**config.mk**
```make
export PLATFORM = sky130hd
export DESIGN_NAME = julian_day_to_calendar_top
export DESIGN_NICKNAME = d
export VERILOG_FILES = /design/src/jdc_pkg.sv /design/src/julian_day_to_calendar_top.sv
export SDC_FILE = /design/constraint.sdc
export NUM_CORES = 2
export LEC_CHECK = 0
export ABC_CLOCK_PERIOD_IN_PS = 7300
export BUFFER_PORTS_ARGS = -buffer_cell sky130_fd_sc_hd__buf_2
export CAP_MARGIN = 20
export CORE_MARGIN = 3
export CORE_UTILIZATION = 30
export CTS_BUF_LIST = sky130_fd_sc_hd__clkbuf_16
export DETAILED_ROUTE_END_ITERATION = 10
export GPL_ROUTABILITY_DRIVEN = 0
export GPL_TIMING_DRIVEN = 0
export MAX_ROUTING_LAYER = met4
export PLACE_DENSITY = 0.58
export RECOVER_POWER = 100
export SYNTH_ARGS = -nofsm -noshare
export SYNTH_HDL_FRONTEND = slang
export SYNTH_SLANG_ARGS = --single-unit
```
**constraint.sdc**
```tcl
create_clock -name clock -period 7.3 [get_ports clock]
set_clock_uncertainty 0.1 [all_clocks]
set_input_delay 0.73 -clock clock [delete_from_list [all_inputs] [get_ports clock]]
set_output_delay 0.73 -clock clock [all_outputs]
set_load 0.03 [all_outputs]
```
**src/jdc_pkg.sv**
```systemverilog
`timescale 1ns / 1ps

package jdc_pkg;

   // field widths
   localparam int DAY_W  = 23;
   localparam int MS_W   = 27;
   localparam int YEAR_W = 14;
   localparam int MON_W  = 4;
   localparam int DOM_W  = 5;
   localparam int HR_W   = 5;
   localparam int MIN_W  = 6;
   localparam int SEC_W  = 6;
   localparam int MSEC_W = 10;

   // pipeline depth
   localparam int NUM_STAGES = 14;

   // calendar constants
   localparam logic signed [23:0]    JD_J2000       = 24'sd2451545;
   localparam logic signed [DAY_W-1:0] GREG_DAY_INDEX = -23'sd152384;
   localparam logic signed [25:0]    AL_NUM_OFFSET  = 26'sd2337315;
   localparam logic signed [23:0]    B_OFFSET       = 24'sd1524;
   localparam logic signed [31:0]    C_NUM_OFFSET   = 32'sd182612790;
   localparam logic signed [15:0]    C_BIAS         = 16'sd5000;
   localparam logic signed [15:0]    YEAR_OFS_LATE  = 16'sd4716;
   localparam logic signed [15:0]    YEAR_OFS_EARLY = 16'sd4715;
   localparam logic [MS_W-1:0]       MS_MAX         = 27'd86399999;

   // reciprocal constant dividers
   localparam logic [18:0] AL_DIV   = 19'd146097;
   localparam logic [7:0]  AL_RECIP = 8'd229;
   localparam logic [16:0] C_DIV    = 17'd36525;
   localparam logic [14:0] C_RECIP  = 15'd29397;
   localparam logic [19:0] E_DIV    = 20'd306001;
   localparam logic [18:0] E_RECIP  = 19'd270000;
   localparam logic [10:0] MS_DIV   = 11'd1000;
   localparam logic [17:0] MS_RECIP = 18'd134217;
   localparam logic [6:0]  SIXTY    = 7'd60;
   localparam logic [11:0] S_RECIP  = 12'd2184;
   localparam logic [5:0]  M_RECIP  = 6'd34;

   // floor(30.6001 * e) for the month index e
   function automatic logic [8:0] e_offset(input logic [3:0] e);
      logic [8:0] r;
      unique case (e)
         4'd0:  r = 9'd0;
         4'd1:  r = 9'd30;
         4'd2:  r = 9'd61;
         4'd3:  r = 9'd91;
         4'd4:  r = 9'd122;
         4'd5:  r = 9'd153;
         4'd6:  r = 9'd183;
         4'd7:  r = 9'd214;
         4'd8:  r = 9'd244;
         4'd9:  r = 9'd275;
         4'd10: r = 9'd306;
         4'd11: r = 9'd336;
         4'd12: r = 9'd367;
         4'd13: r = 9'd397;
         4'd14: r = 9'd428;
         4'd15: r = 9'd459;
      endcase
      return r;
   endfunction

endpackage

```
**src/julian_day_to_calendar_top.sv**
```systemverilog
// pipeline: 14 register stages; a response is valid once its request reaches the last stage
// throughput: one per cycle unless rsp_stall; a full stage holds only while the next one holds
// bubbles are squeezed out, so new requests enter while a finished response is stalled
// reset: synchronous, active high; clears every stage valid bit, data registers keep garbage
`timescale 1ns / 1ps

module julian_day_to_calendar_top
   import jdc_pkg::*;
(
   input  logic                     clock,
   input  logic                     reset,
   input  logic                     req_valid,
   output logic                     req_stall,
   input  logic signed [DAY_W-1:0]  req_day_index,
   input  logic [MS_W-1:0]          req_ms_of_day,
   output logic                     rsp_valid,
   input  logic                     rsp_stall,
   output logic signed [YEAR_W-1:0] rsp_year,
   output logic [MON_W-1:0]         rsp_month,
   output logic [DOM_W-1:0]         rsp_day_of_month,
   output logic [HR_W-1:0]          rsp_hour,
   output logic [MIN_W-1:0]         rsp_minute,
   output logic [SEC_W-1:0]         rsp_second,
   output logic [MSEC_W-1:0]        rsp_millisecond
);

   // stage valid bits and per-stage advance
   logic [NUM_STAGES:1] valid_ff;
   logic [NUM_STAGES:1] valid_in;
   logic [NUM_STAGES:1] ready;

   always_comb begin
      ready[NUM_STAGES] = !valid_ff[NUM_STAGES] || !rsp_stall;
      for (int k = NUM_STAGES - 1; k >= 1; k--) begin
         ready[k] = !valid_ff[k] || ready[k+1];
      end
   end

   always_comb begin
      valid_in[1] = req_valid;
      for (int k = 2; k <= NUM_STAGES; k++) begin
         valid_in[k] = valid_ff[k-1];
      end
   end

   always_ff @(posedge clock) begin
      if (reset) begin
         valid_ff <= '0;
      end else begin
         for (int k = 1; k <= NUM_STAGES; k++) begin
            if (ready[k]) begin
               valid_ff[k] <= valid_in[k];
            end
         end
      end
   end

   assign req_stall = !ready[1];
   assign rsp_valid = valid_ff[NUM_STAGES];

   // stage 1: julian day number, gregorian test, millisecond saturation
   logic signed [23:0] s1_z_in, s1_z_ff;
   logic               s1_greg_in, s1_greg_ff;
   logic signed [25:0] al_num_wide;
   logic [24:0]        s1_num_al_in, s1_num_al_ff;
   logic [MS_W-1:0]    s1_ms_in, s1_ms_ff;

   assign s1_z_in      = 24'(req_day_index) + JD_J2000;
   assign s1_greg_in   = req_day_index >= GREG_DAY_INDEX;
   assign al_num_wide  = 26'(req_day_index) * 26'sd4 + AL_NUM_OFFSET;
   assign s1_num_al_in = s1_greg_in ? al_num_wide[24:0] : '0;
   assign s1_ms_in     = (req_ms_of_day > MS_MAX) ? MS_MAX : req_ms_of_day;

   always_ff @(posedge clock) begin
      if (ready[1]) begin
         s1_z_ff      <= s1_z_in;
         s1_greg_ff   <= s1_greg_in;
         s1_num_al_ff <= s1_num_al_in;
         s1_ms_ff     <= s1_ms_in;
      end
   end

   // stage 2: reciprocal products for alpha and seconds
   logic signed [23:0] s2_z_ff;
   logic               s2_greg_ff;
   logic [24:0]        s2_num_al_ff;
   logic [32:0]        s2_prod_al_in, s2_prod_al_ff;
   logic [MS_W-1:0]    s2_ms_ff;
   logic [44:0]        s2_prod_s_in, s2_prod_s_ff;

   assign s2_prod_al_in = 33'(s1_num_al_ff) * 33'(AL_RECIP);
   assign s2_prod_s_in  = 45'(s1_ms_ff) * 45'(MS_RECIP);

   always_ff @(posedge clock) begin
      if (ready[2]) begin
         s2_z_ff       <= s1_z_ff;
         s2_greg_ff    <= s1_greg_ff;
         s2_num_al_ff  <= s1_num_al_ff;
         s2_prod_al_ff <= s2_prod_al_in;
         s2_ms_ff      <= s1_ms_ff;
         s2_prod_s_ff  <= s2_prod_s_in;
      end
   end

   // stage 3: quotient estimates and remainders
   logic signed [23:0] s3_z_ff;
   logic               s3_greg_ff;
   logic [7:0]         s3_q_al_in, s3_q_al_ff;
   logic [24:0]        rem_al_wide;
   logic [18:0]        s3_rem_al_in, s3_rem_al_ff;
   logic [16:0]        s3_q_s_in, s3_q_s_ff;
   logic [MS_W-1:0]    rem_s_wide;
   logic [10:0]        s3_rem_s_in, s3_rem_s_ff;

   assign s3_q_al_in   = s2_prod_al_ff[32:25];
   assign rem_al_wide  = s2_num_al_ff - 25'(s3_q_al_in) * 25'(AL_DIV);
   assign s3_rem_al_in = rem_al_wide[18:0];
   assign s3_q_s_in    = s2_prod_s_ff[43:27];
   assign rem_s_wide   = s2_ms_ff - 27'(s3_q_s_in) * 27'(MS_DIV);
   assign s3_rem_s_in  = rem_s_wide[10:0];

   always_ff @(posedge clock) begin
      if (ready[3]) begin
         s3_z_ff      <= s2_z_ff;
         s3_greg_ff   <= s2_greg_ff;
         s3_q_al_ff   <= s3_q_al_in;
         s3_rem_al_ff <= s3_rem_al_in;
         s3_q_s_ff    <= s3_q_s_in;
         s3_rem_s_ff  <= s3_rem_s_in;
      end
   end

   // stage 4: quotient correction for alpha and seconds
   logic signed [23:0] s4_z_ff;
   logic               s4_greg_ff;
   logic               al_fix, s_fix;
   logic [7:0]         s4_al_in, s4_al_ff;
   logic [16:0]        s4_s_tot_in, s4_s_tot_ff;
   logic [MSEC_W-1:0]  s4_msec_in, s4_msec_ff;
   logic [10:0]        msec_wide;

   assign al_fix      = s3_rem_al_ff >= AL_DIV;
   assign s4_al_in    = s3_q_al_ff + 8'(al_fix);
   assign s_fix       = s3_rem_s_ff >= MS_DIV;
   assign s4_s_tot_in = s3_q_s_ff + 17'(s_fix);
   assign msec_wide   = s_fix ? s3_rem_s_ff - MS_DIV : s3_rem_s_ff;
   assign s4_msec_in  = msec_wide[MSEC_W-1:0];

   always_ff @(posedge clock) begin
      if (ready[4]) begin
         s4_z_ff     <= s3_z_ff;
         s4_greg_ff  <= s3_greg_ff;
         s4_al_ff    <= s4_al_in;
         s4_s_tot_ff <= s4_s_tot_in;
         s4_msec_ff  <= s4_msec_in;
      end
   end

   // stage 5: b = a + 1524, minutes reciprocal product
   logic [7:0]         adj;
   logic signed [23:0] s5_b_in, s5_b_ff;
   logic [16:0]        s5_s_tot_ff;
   logic [28:0]        s5_prod_m_in, s5_prod_m_ff;
   logic [MSEC_W-1:0]  s5_msec_ff;

   assign adj          = s4_greg_ff ? 8'd1 + s4_al_ff - (s4_al_ff >> 2) : 8'd0;
   assign s5_b_in      = s4_z_ff + B_OFFSET + $signed({16'd0, adj});
   assign s5_prod_m_in = 29'(s4_s_tot_ff) * 29'(S_RECIP);

   always_ff @(posedge clock) begin
      if (ready[5]) begin
         s5_b_ff      <= s5_b_in;
         s5_s_tot_ff  <= s4_s_tot_ff;
         s5_prod_m_ff <= s5_prod_m_in;
         s5_msec_ff   <= s4_msec_ff;
      end
   end

   // stage 6: biased numerator for c, minute estimate
   logic signed [23:0] s6_b_ff;
   logic signed [31:0] np_wide;
   logic [29:0]        s6_np_in, s6_np_ff;
   logic [10:0]        s6_q_m_in, s6_q_m_ff;
   logic [16:0]        rem_m_wide;
   logic [6:0]         s6_rem_m_in, s6_rem_m_ff;
   logic [MSEC_W-1:0]  s6_msec_ff;

   assign np_wide     = 32'(s5_b_ff) * 32'sd100 + C_NUM_OFFSET;
   assign s6_np_in    = np_wide[29:0];
   assign s6_q_m_in   = s5_prod_m_ff[27:17];
   assign rem_m_wide  = s5_s_tot_ff - 17'(s6_q_m_in) * 17'(SIXTY);
   assign s6_rem_m_in = rem_m_wide[6:0];

   always_ff @(posedge clock) begin
      if (ready[6]) begin
         s6_b_ff     <= s5_b_ff;
         s6_np_ff    <= s6_np_in;
         s6_q_m_ff   <= s6_q_m_in;
         s6_rem_m_ff <= s6_rem_m_in;
         s6_msec_ff  <= s5_msec_ff;
      end
   end

   // stage 7: c reciprocal product, minute and second correction
   logic signed [23:0] s7_b_ff;
   logic [29:0]        s7_np_ff;
   logic [44:0]        s7_prod_c_in, s7_prod_c_ff;
   logic               m_fix;
   logic [10:0]        s7_m_tot_in, s7_m_tot_ff;
   logic [6:0]         sec_wide;
   logic [SEC_W-1:0]   s7_sec_in, s7_sec_ff;
   logic [MSEC_W-1:0]  s7_msec_ff;

   assign s7_prod_c_in = 45'(s6_np_ff) * 45'(C_RECIP);
   assign m_fix        = s6_rem_m_ff >= SIXTY;
   assign s7_m_tot_in  = s6_q_m_ff + 11'(m_fix);
   assign sec_wide     = m_fix ? s6_rem_m_ff - SIXTY : s6_rem_m_ff;
   assign s7_sec_in    = sec_wide[SEC_W-1:0];

   always_ff @(posedge clock) begin
      if (ready[7]) begin
         s7_b_ff      <= s6_b_ff;
         s7_np_ff     <= s6_np_ff;
         s7_prod_c_ff <= s7_prod_c_in;
         s7_m_tot_ff  <= s7_m_tot_in;
         s7_sec_ff    <= s7_sec_in;
         s7_msec_ff   <= s6_msec_ff;
      end
   end

   // stage 8: c estimate and remainder, hour reciprocal product
   logic signed [23:0] s8_b_ff;
   logic [14:0]        s8_q_c_in, s8_q_c_ff;
   logic [29:0]        rem_c_wide;
   logic [16:0]        s8_rem_c_in, s8_rem_c_ff;
   logic [10:0]        s8_m_tot_ff;
   logic [16:0]        s8_prod_h_in, s8_prod_h_ff;
   logic [SEC_W-1:0]   s8_sec_ff;
   logic [MSEC_W-1:0]  s8_msec_ff;

   assign s8_q_c_in    = s7_prod_c_ff[44:30];
   assign rem_c_wide   = s7_np_ff - 30'(s8_q_c_in) * 30'(C_DIV);
   assign s8_rem_c_in  = rem_c_wide[16:0];
   assign s8_prod_h_in = 17'(s7_m_tot_ff) * 17'(M_RECIP);

   always_ff @(posedge clock) begin
      if (ready[8]) begin
         s8_b_ff      <= s7_b_ff;
         s8_q_c_ff    <= s8_q_c_in;
         s8_rem_c_ff  <= s8_rem_c_in;
         s8_m_tot_ff  <= s7_m_tot_ff;
         s8_prod_h_ff <= s8_prod_h_in;
         s8_sec_ff    <= s7_sec_ff;
         s8_msec_ff   <= s7_msec_ff;
      end
   end

   // stage 9: c correction and bias removal, hour estimate
   logic signed [23:0] s9_b_ff;
   logic               c_fix;
   logic [15:0]        qc_fixed;
   logic signed [15:0] s9_c_in, s9_c_ff;
   logic [4:0]         s9_q_h_in, s9_q_h_ff;
   logic [10:0]        rem_h_wide;
   logic [6:0]         s9_rem_h_in, s9_rem_h_ff;
   logic [SEC_W-1:0]   s9_sec_ff;
   logic [MSEC_W-1:0]  s9_msec_ff;

   assign c_fix       = s8_rem_c_ff >= C_DIV;
   assign qc_fixed    = 16'(s8_q_c_ff) + 16'(c_fix);
   assign s9_c_in     = $signed(qc_fixed) - C_BIAS;
   assign s9_q_h_in   = s8_prod_h_ff[15:11];
   assign rem_h_wide  = s8_m_tot_ff - 11'(s9_q_h_in) * 11'(SIXTY);
   assign s9_rem_h_in = rem_h_wide[6:0];

   always_ff @(posedge clock) begin
      if (ready[9]) begin
         s9_b_ff     <= s8_b_ff;
         s9_c_ff     <= s9_c_in;
         s9_q_h_ff   <= s9_q_h_in;
         s9_rem_h_ff <= s9_rem_h_in;
         s9_sec_ff   <= s8_sec_ff;
         s9_msec_ff  <= s8_msec_ff;
      end
   end

   // stage 10: day of year offset b - floor(365.25 c), hour and minute correction
   logic signed [31:0] prod_d;
   logic signed [31:0] bd_wide;
   logic [8:0]         s10_bd_in, s10_bd_ff;
   logic signed [15:0] s10_c_ff;
   logic               h_fix;
   logic [HR_W-1:0]    s10_hr_in, s10_hr_ff;
   logic [6:0]         min_wide;
   logic [MIN_W-1:0]   s10_min_in, s10_min_ff;
   logic [SEC_W-1:0]   s10_sec_ff;
   logic [MSEC_W-1:0]  s10_msec_ff;

   assign prod_d     = 32'(s9_c_ff) * 32'sd1461;
   assign bd_wide    = 32'(s9_b_ff) - (prod_d >>> 2);
   assign s10_bd_in  = bd_wide[8:0];
   assign h_fix      = s9_rem_h_ff >= SIXTY;
   assign s10_hr_in  = s9_q_h_ff + 5'(h_fix);
   assign min_wide   = h_fix ? s9_rem_h_ff - SIXTY : s9_rem_h_ff;
   assign s10_min_in = min_wide[MIN_W-1:0];

   always_ff @(posedge clock) begin
      if (ready[10]) begin
         s10_bd_ff   <= s10_bd_in;
         s10_c_ff    <= s9_c_ff;
         s10_hr_ff   <= s10_hr_in;
         s10_min_ff  <= s10_min_in;
         s10_sec_ff  <= s9_sec_ff;
         s10_msec_ff <= s9_msec_ff;
      end
   end

   // stage 11: month index reciprocal product
   logic [27:0]        s11_prod_e_in, s11_prod_e_ff;
   logic [8:0]         s11_bd_ff;
   logic signed [15:0] s11_c_ff;
   logic [HR_W-1:0]    s11_hr_ff;
   logic [MIN_W-1:0]   s11_min_ff;
   logic [SEC_W-1:0]   s11_sec_ff;
   logic [MSEC_W-1:0]  s11_msec_ff;

   assign s11_prod_e_in = 28'(s10_bd_ff) * 28'(E_RECIP);

   always_ff @(posedge clock) begin
      if (ready[11]) begin
         s11_prod_e_ff <= s11_prod_e_in;
         s11_bd_ff     <= s10_bd_ff;
         s11_c_ff      <= s10_c_ff;
         s11_hr_ff     <= s10_hr_ff;
         s11_min_ff    <= s10_min_ff;
         s11_sec_ff    <= s10_sec_ff;
         s11_msec_ff   <= s10_msec_ff;
      end
   end

   // stage 12: month index estimate and remainder
   logic [3:0]         s12_q_e_in, s12_q_e_ff;
   logic [22:0]        rem_e_wide;
   logic [19:0]        s12_rem_e_in, s12_rem_e_ff;
   logic [8:0]         s12_bd_ff;
   logic signed [15:0] s12_c_ff;
   logic [HR_W-1:0]    s12_hr_ff;
   logic [MIN_W-1:0]   s12_min_ff;
   logic [SEC_W-1:0]   s12_sec_ff;
   logic [MSEC_W-1:0]  s12_msec_ff;

   assign s12_q_e_in   = s11_prod_e_ff[26:23];
   assign rem_e_wide   = 23'(s11_bd_ff) * 23'd10000 - 23'(s12_q_e_in) * 23'(E_DIV);
   assign s12_rem_e_in = rem_e_wide[19:0];

   always_ff @(posedge clock) begin
      if (ready[12]) begin
         s12_q_e_ff   <= s12_q_e_in;
         s12_rem_e_ff <= s12_rem_e_in;
         s12_bd_ff    <= s11_bd_ff;
         s12_c_ff     <= s11_c_ff;
         s12_hr_ff    <= s11_hr_ff;
         s12_min_ff   <= s11_min_ff;
         s12_sec_ff   <= s11_sec_ff;
         s12_msec_ff  <= s11_msec_ff;
      end
   end

   // stage 13: month index correction
   logic [3:0]         s13_e_in, s13_e_ff;
   logic [8:0]         s13_bd_ff;
   logic signed [15:0] s13_c_ff;
   logic [HR_W-1:0]    s13_hr_ff;
   logic [MIN_W-1:0]   s13_min_ff;
   logic [SEC_W-1:0]   s13_sec_ff;
   logic [MSEC_W-1:0]  s13_msec_ff;

   assign s13_e_in = s12_q_e_ff + 4'(s12_rem_e_ff >= E_DIV);

   always_ff @(posedge clock) begin
      if (ready[13]) begin
         s13_e_ff    <= s13_e_in;
         s13_bd_ff   <= s12_bd_ff;
         s13_c_ff    <= s12_c_ff;
         s13_hr_ff   <= s12_hr_ff;
         s13_min_ff  <= s12_min_ff;
         s13_sec_ff  <= s12_sec_ff;
         s13_msec_ff <= s12_msec_ff;
      end
   end

   // stage 14: day of month, month and year into the output register
   logic                     early_month;
   logic [8:0]               dom_wide;
   logic signed [15:0]       year_wide;
   logic [DOM_W-1:0]         s14_dom_in, s14_dom_ff;
   logic [MON_W-1:0]         s14_mon_in, s14_mon_ff;
   logic signed [YEAR_W-1:0] s14_year_in, s14_year_ff;
   logic [HR_W-1:0]          s14_hr_ff;
   logic [MIN_W-1:0]         s14_min_ff;
   logic [SEC_W-1:0]         s14_sec_ff;
   logic [MSEC_W-1:0]        s14_msec_ff;

   assign early_month = s13_e_ff < 4'd14;
   assign dom_wide    = s13_bd_ff - e_offset(s13_e_ff);
   assign s14_dom_in  = dom_wide[DOM_W-1:0];
   assign s14_mon_in  = early_month ? s13_e_ff - 4'd1 : s13_e_ff - 4'd13;
   assign year_wide   = early_month ? s13_c_ff - YEAR_OFS_LATE : s13_c_ff - YEAR_OFS_EARLY;
   assign s14_year_in = year_wide[YEAR_W-1:0];

   always_ff @(posedge clock) begin
      if (ready[14]) begin
         s14_dom_ff  <= s14_dom_in;
         s14_mon_ff  <= s14_mon_in;
         s14_year_ff <= s14_year_in;
         s14_hr_ff   <= s13_hr_ff;
         s14_min_ff  <= s13_min_ff;
         s14_sec_ff  <= s13_sec_ff;
         s14_msec_ff <= s13_msec_ff;
      end
   end

   assign rsp_year         = s14_year_ff;
   assign rsp_month        = s14_mon_ff;
   assign rsp_day_of_month = s14_dom_ff;
   assign rsp_hour         = s14_hr_ff;
   assign rsp_minute       = s14_min_ff;
   assign rsp_second       = s14_sec_ff;
   assign rsp_millisecond  = s14_msec_ff;

endmodule

```
* Word-level counts from Yosys, hierarchy flattened
Memories as Yosys holds them, arrays and structs flattened. A register that Yosys moved wholly into a read port is not among the register bits.
Index checks and enable logic that the tools add are counted.
** Word-level totals
- ROM bits :: 144
- Bits of input ports :: 54
- Memories kept :: 1
- Register bits after elaboration :: 1019
- Output and inout bits :: 52
- Word-level logic and storage cells :: 189
** Operators by class
- Multiply operators :: 15
- Reduce and logical (&&, ||, !) cells :: 30
- Multiplexer cells :: 7
- Add/subtract/negate cells :: 29
- Order comparisons :: 9
** Memories
- (name not given) :: depth 16, bits a word 9, rd ports 1, clocked after memory_dff 1, wr ports 0, RTL line jdc_pkg.sv:46 : unique case (e)
** Operators by type and width (number)
- multiplier 30 x 15 -> 45 bit, second input constant :: 1
- multiplier 27 x 18 -> 44 bit, second input constant :: 1
- multiplier 25 x 8 -> 33 bit, second input constant :: 1
- adder 30 x 29 -> 30 bit, second input constant :: 1
- multiplier 24 x 6 -> 28 bit, second input constant :: 1
- subtractor 14 bit, second input constant :: 2
- > comparator 27 bit, second input constant :: 1
- adder 25 x 23 -> 25 bit, second input constant :: 1
- multiplier 17 x 9 -> 25 bit, second input constant :: 1
- adder 23 x 23 -> 24 bit, second input constant :: 1
- adder 24 x 12 -> 24 bit, second input constant :: 1
- adder 24 x 9 -> 24 bit :: 1
- greater-or-equal comparator 23 x 19 -> 1 bit, second input constant :: 1
- multiplier 9 x 15 -> 23 bit, second input constant :: 1
- greater-or-equal comparator 20 x 19 -> 1 bit, second input constant :: 1
- multiplier 4 x 19 -> 20 bit, second input constant :: 1
- subtractor 20 bit :: 1
- greater-or-equal comparator 19 x 18 -> 1 bit, second input constant :: 1
- multiplier 8 x 18 -> 19 bit, second input constant :: 1
- subtractor 19 bit :: 1
- adder 17 x 1 -> 17 bit :: 1
- greater-or-equal comparator 17 x 16 -> 1 bit, second input constant :: 1
- multiplier 15 x 16 -> 17 bit, second input constant :: 1
- multiplier 17 x 7 -> 8 bit, second input constant :: 1
- 32 further kinds :: 65

* Longest topological paths before layout
- Depth in word-level cells :: 16
- Gate-level depth with buffers :: 24
- Gate-level depth less buffers :: 24

* Worst setup path before layout
No wires, ideal clock.
- Path kind :: in2out
- Start :: in rsp_stall
- End :: out req_stall
- Setup slack :: -888 ps
- Path buffers :: 2
- Data arrival time :: 7358 ps
- Data required time :: 6470 ps
- Stages :: 11
- Cell sequence :: and3_1 clkbuf_1 clkinv_1 nor2_1 and2_1 inv_1 nor2_1 and2_1 clkbuf_1 nand4_1 inv_1
** Between the ends
- Word-level cells in the longest chain between the ends :: 16
** Ends and longest elaborated chain
- start: declaration :: RTL line julian_day_to_calendar_top.sv:17 : input logic rsp_stall,
- logical NOT 1 bit :: RTL line julian_day_to_calendar_top.sv:33 : ready[NUM_STAGES] = !valid_ff[NUM_STAGES] || !rsp_stall;
- logical OR 1 bit :: RTL line julian_day_to_calendar_top.sv:33
- logical OR 1 bit (5 in series) :: RTL line julian_day_to_calendar_top.sv:35 : ready[k] = !valid_ff[k] || ready[k+1];
- named net ready, one bit :: RTL line julian_day_to_calendar_top.sv:30 : logic [NUM_STAGES:1] ready;
- logical OR 1 bit (8 in series) :: RTL line julian_day_to_calendar_top.sv:35
- logical NOT 1 bit :: RTL line julian_day_to_calendar_top.sv:58 : assign req_stall = !ready[1];
- end: declaration :: RTL line julian_day_to_calendar_top.sv:13 : output logic req_stall,
The timed path passes the listed nets, and every way through them passes these cells.

* Worst setup path in the final report
- Start :: reg s6_np_ff[4]
- End :: reg s7_prod_c_ff[43], data pin
** Between the ends
- Word-level cells in the longest chain between the ends :: 1
** Ends and longest elaborated chain
- start: declaration :: RTL line julian_day_to_calendar_top.sv:182 : logic [29:0] s6_np_in, s6_np_ff;
- start signal: assignment :: RTL line julian_day_to_calendar_top.sv:197 : s6_np_ff <= s6_np_in;
- multiplier 30 x 15 -> 45 bit :: RTL line julian_day_to_calendar_top.sv:214 : assign s7_prod_c_in = 45'(s6_np_ff) * 45'(C_RECIP);
- named net s7_prod_c_in[43] :: RTL line julian_day_to_calendar_top.sv:207 : logic [44:0] s7_prod_c_in, s7_prod_c_ff;
- end signal: assignment :: RTL line julian_day_to_calendar_top.sv:224 : s7_prod_c_ff <= s7_prod_c_in;
- end: declaration :: RTL line julian_day_to_calendar_top.sv:207
The timed path passes the listed nets, and every way through them passes these cells.
A chain may end at the register's enable or synchronous reset.

==> flow_summary.toml <==
[clocking]
cts_resized = 0
cts_tree = "done"
clk_latency_ns = 0.70
clockBufferDepth = 3
cts.sinks = 888
numCtsBuffers = 91
cts-root-buf = "clkbuf_16"
path_clk_slew_ns = 0.06
htree_levels = 3

[setup_path]
worstPathCellList = "inv_1, fa_1, inv_1, fa_1, inv_1, fa_1, fa_1, inv_1, fa_1, inv_1, fa_1, inv_1, ha_1, a21o_1, a21o_1, a211oi_1, o311a_1, o21ai_1, a22o_1, a21oi_2, o21ai_1, or4_1, and2_1, xor2_1"
critPathKind = "flip-flop to flip-flop"
cp_slowest_cell = "fa_1"
end_kind = "flip-flop"
cp_max_fo = 5
critPathRequiredTime_ns = 7.64
startpoint_type = "flip-flop"
slowest_delay_ns = 0.55
path_buf_inv = 6
critPathTopFamily = "adder cells"
worstPathArrival_ns = 7.28

[synthesis]
muxShareOfSynthArea = 0.001994
ys_warn_count = 0
async_reset_ff_frac = 0
synth_edf_count = 869
syn_avg_cell_area_sq_um = 12.69
syn_inst = 4995
synth-main-ff-cell = "edfxtp_1"
synth_compound_area_frac = 0.05243
synth-xor-area-share = 0.05154
syn_nets = 6581
synth-adder-area-share = 0.3654
yosysSeqAreaShare = 0.4177
yosysUniqueCellTypes = 89
synthSimpleGateAreaFrac = 0.04439
synth_top_family_by_area = "adder cells"
synth_area_sq_um = 63390
synth_seq_cells = 888

[sta]
setup_viol = 0
min_period_ns = 6.936
finalHoldViolCount = 0
setup_slack_ns = 0.3639
worst_pin_slew_ns = 0.8832
relSlewSlack = 0.4112
timing.fmax_mhz = 144.2
rsz0062_at_grt = "true"
post-route-period-util = 0.9501
slew_viol_final = 0

[placed_design]
port_buffers = 91
dp.final_hpwl_microns = 89350
place_ws_ns = -0.09209

[floorplan]
io_pins = 106
initial_utilization = 0.3022
fp.coreArea_sq_um = 209800
dieArea_sq_um = 216800
die_h_microns = 465.7
fp-row-count = 168
die_w_microns = 465.7

[global_route]
grt_pass1_wl_microns = 185800
grt_max_degree = 70
track_usage = 0.1085
gr-total-overflow = 0
grt_pass1_vias = 36650
antenna_found_initial = 5

[drt]
drt-pass1-iter-count = 5
routedWlPerCell_microns = 13.65
drtIter0Drc = 1310
drc = 0
num_vias = 34330
ant_nets = 0
via_per_inst = 4.241
totalWireLength_microns = 110500

[layout]
fin_nets = 6801
area_growth_pct = 11.72
multi_input_area_sq_um = 32750
n_fill_cell = 20770
layout-drive-gt1-share = 0.06089
seqCellArea_sq_um = 26480

[min_path]
min_path_type = "primary input to flip-flop"

[run]
max_cap_viol_count = 0

[status]
status = "finished clean"
[worst paths after layout]
path	from	to	slack, ns	cells past startpoint
max	s6_np_ff[4]	s7_prod_c_ff[43]	0.36	24
min	req_valid	valid_ff[1]	0.23	3
max reg2reg	s6_np_ff[4]	s7_prod_c_ff[43]	0.36	24
min reg2reg	s9_msec_ff[5]	s10_msec_ff[5]	0.31	0
[flip-flops by register name (all words and copies together), names as in the netlist, 16 cells and up, named ones only]
register and cells:
s12_rem_e_ff 19, s1_ms_ff 27, s1_num_al_ff 24, s1_z_ff 24, s2_num_al_ff 18, s2_prod_s_ff 17, s2_z_ff 24, s3_q_s_ff 17
s3_rem_al_ff 19, s3_z_ff 24, s4_s_tot_ff 17, s4_z_ff 24, s5_b_ff 24, s6_np_ff 28, s7_prod_c_ff 16, s8_rem_c_ff 16
[final cells by class]
class,count,share of cell area
Multi-Input combinational cell,2983,0.4624
Sequential cell,888,0.3739
Timing Repair inverter,1,0.00007067
Antenna cell,1,0.00003534
Buffer,27,0.001466
Clock inverter,75,0.009912
Clock buffer,91,0.03216
Tap cell,2805,0.04956
Timing Repair Buffer,126,0.01226
Inverter,1097,0.05827
[tightest hold or removal path, stage by stage]
cell and delay [ns]:
buf_2 0.08, inv_1 0.05, a21oi_1 0.11
[stage by stage]
| step | utilization | hold WS (ns) | std cells | setup TNS [ns] | area (sq um) |
|---|---|---|---|---|---|
| 2_1_floorplan | - | 0.3003 | 4995 | 0 | 63400 |
| 6_report | 0.3376 | 0.2276 | 8094 | 0 | 70820 |
| 3_3_place_gp | 0.3211 | 0.3013 | 7891 | -266.18 | 67370 |
| 4_1_cts | 0.3370 | 0.1605 | 8075 | 0 | 70700 |
| 3_5_place_dp | 0.3226 | 0.3045 | 7904 | -0.1671 | 67680 |
| 5_1_grt | 0.3376 | 0.1739 | 8094 | -0.02158 | 70820 |
[repair_timing]
action | in CTS | in global routing
pin swaps | 0 | 1
hold endpoints to repair | 0 | 0
endpoints found under the setup margin | 3 | 3
hold buffers | 0 | 0
setup buffers | 4 | 17
cloned | 1 | 0
[Yosys cell counts, types with 19 or more instances]
cell	instances	area, sq um
a21o_1	83	623.1
a21oi_1	147	735.7
and3_1	23	143.9
clkbuf_1	25	93.84
dfxtp_1	19	380.4
edfxtp_1	869	26100
fa_1	532	10650
ha_1	1000	12510
inv_1	1096	4114
nand2_1	113	424.2
nand2b_1	23	143.9
nand3_1	73	365.4
nand4_1	20	125.1
nor2_1	154	578.1
nor2b_1	36	225.2
nor3_1	44	220.2
o21a_1	40	300.3
o21ai_0	64	320.3
o21bai_1	22	165.2
or2_2	22	137.6
xnor2_1	267	2338
xor2_1	106	928.4
[layout by cell type (no fill, tap or decap), drive strengths merged, types with 44 or more instances in the layout]
cell type	instances
xnor2	267
edfxtp	869
nor3	44
nor2	154
clkinv	44
o21ai	83
buf	120
fa	532
nand3	73
nand2	113
xor2	106
ha	1000
clkbuf	124
a21o	83
inv	1112
a21oi	151
[metal layers]
metal,routed length (microns),GRT usage,vias to the layer above,share of wire
li1,-,-,17230,-
met1,53450,0.1445,16560,0.48
met2,50810,0.1738,405,0.46
met3,3919,0.01788,137,0.035
met4,2320,0.02435,0,0.021
met5,0,-,-,0
[kinds of logic after synthesis]
family | count (synthesis)
buf+inv | 1124
fa+ha+maj | 1532
compound gates | 498
simple gates | 569
xor+xnor | 373
mux | 11
flops | 888
Power is left out: the tool's default activity adds up to more than one toggle a clock period on the data nets, which glitch-free logic cannot reach.
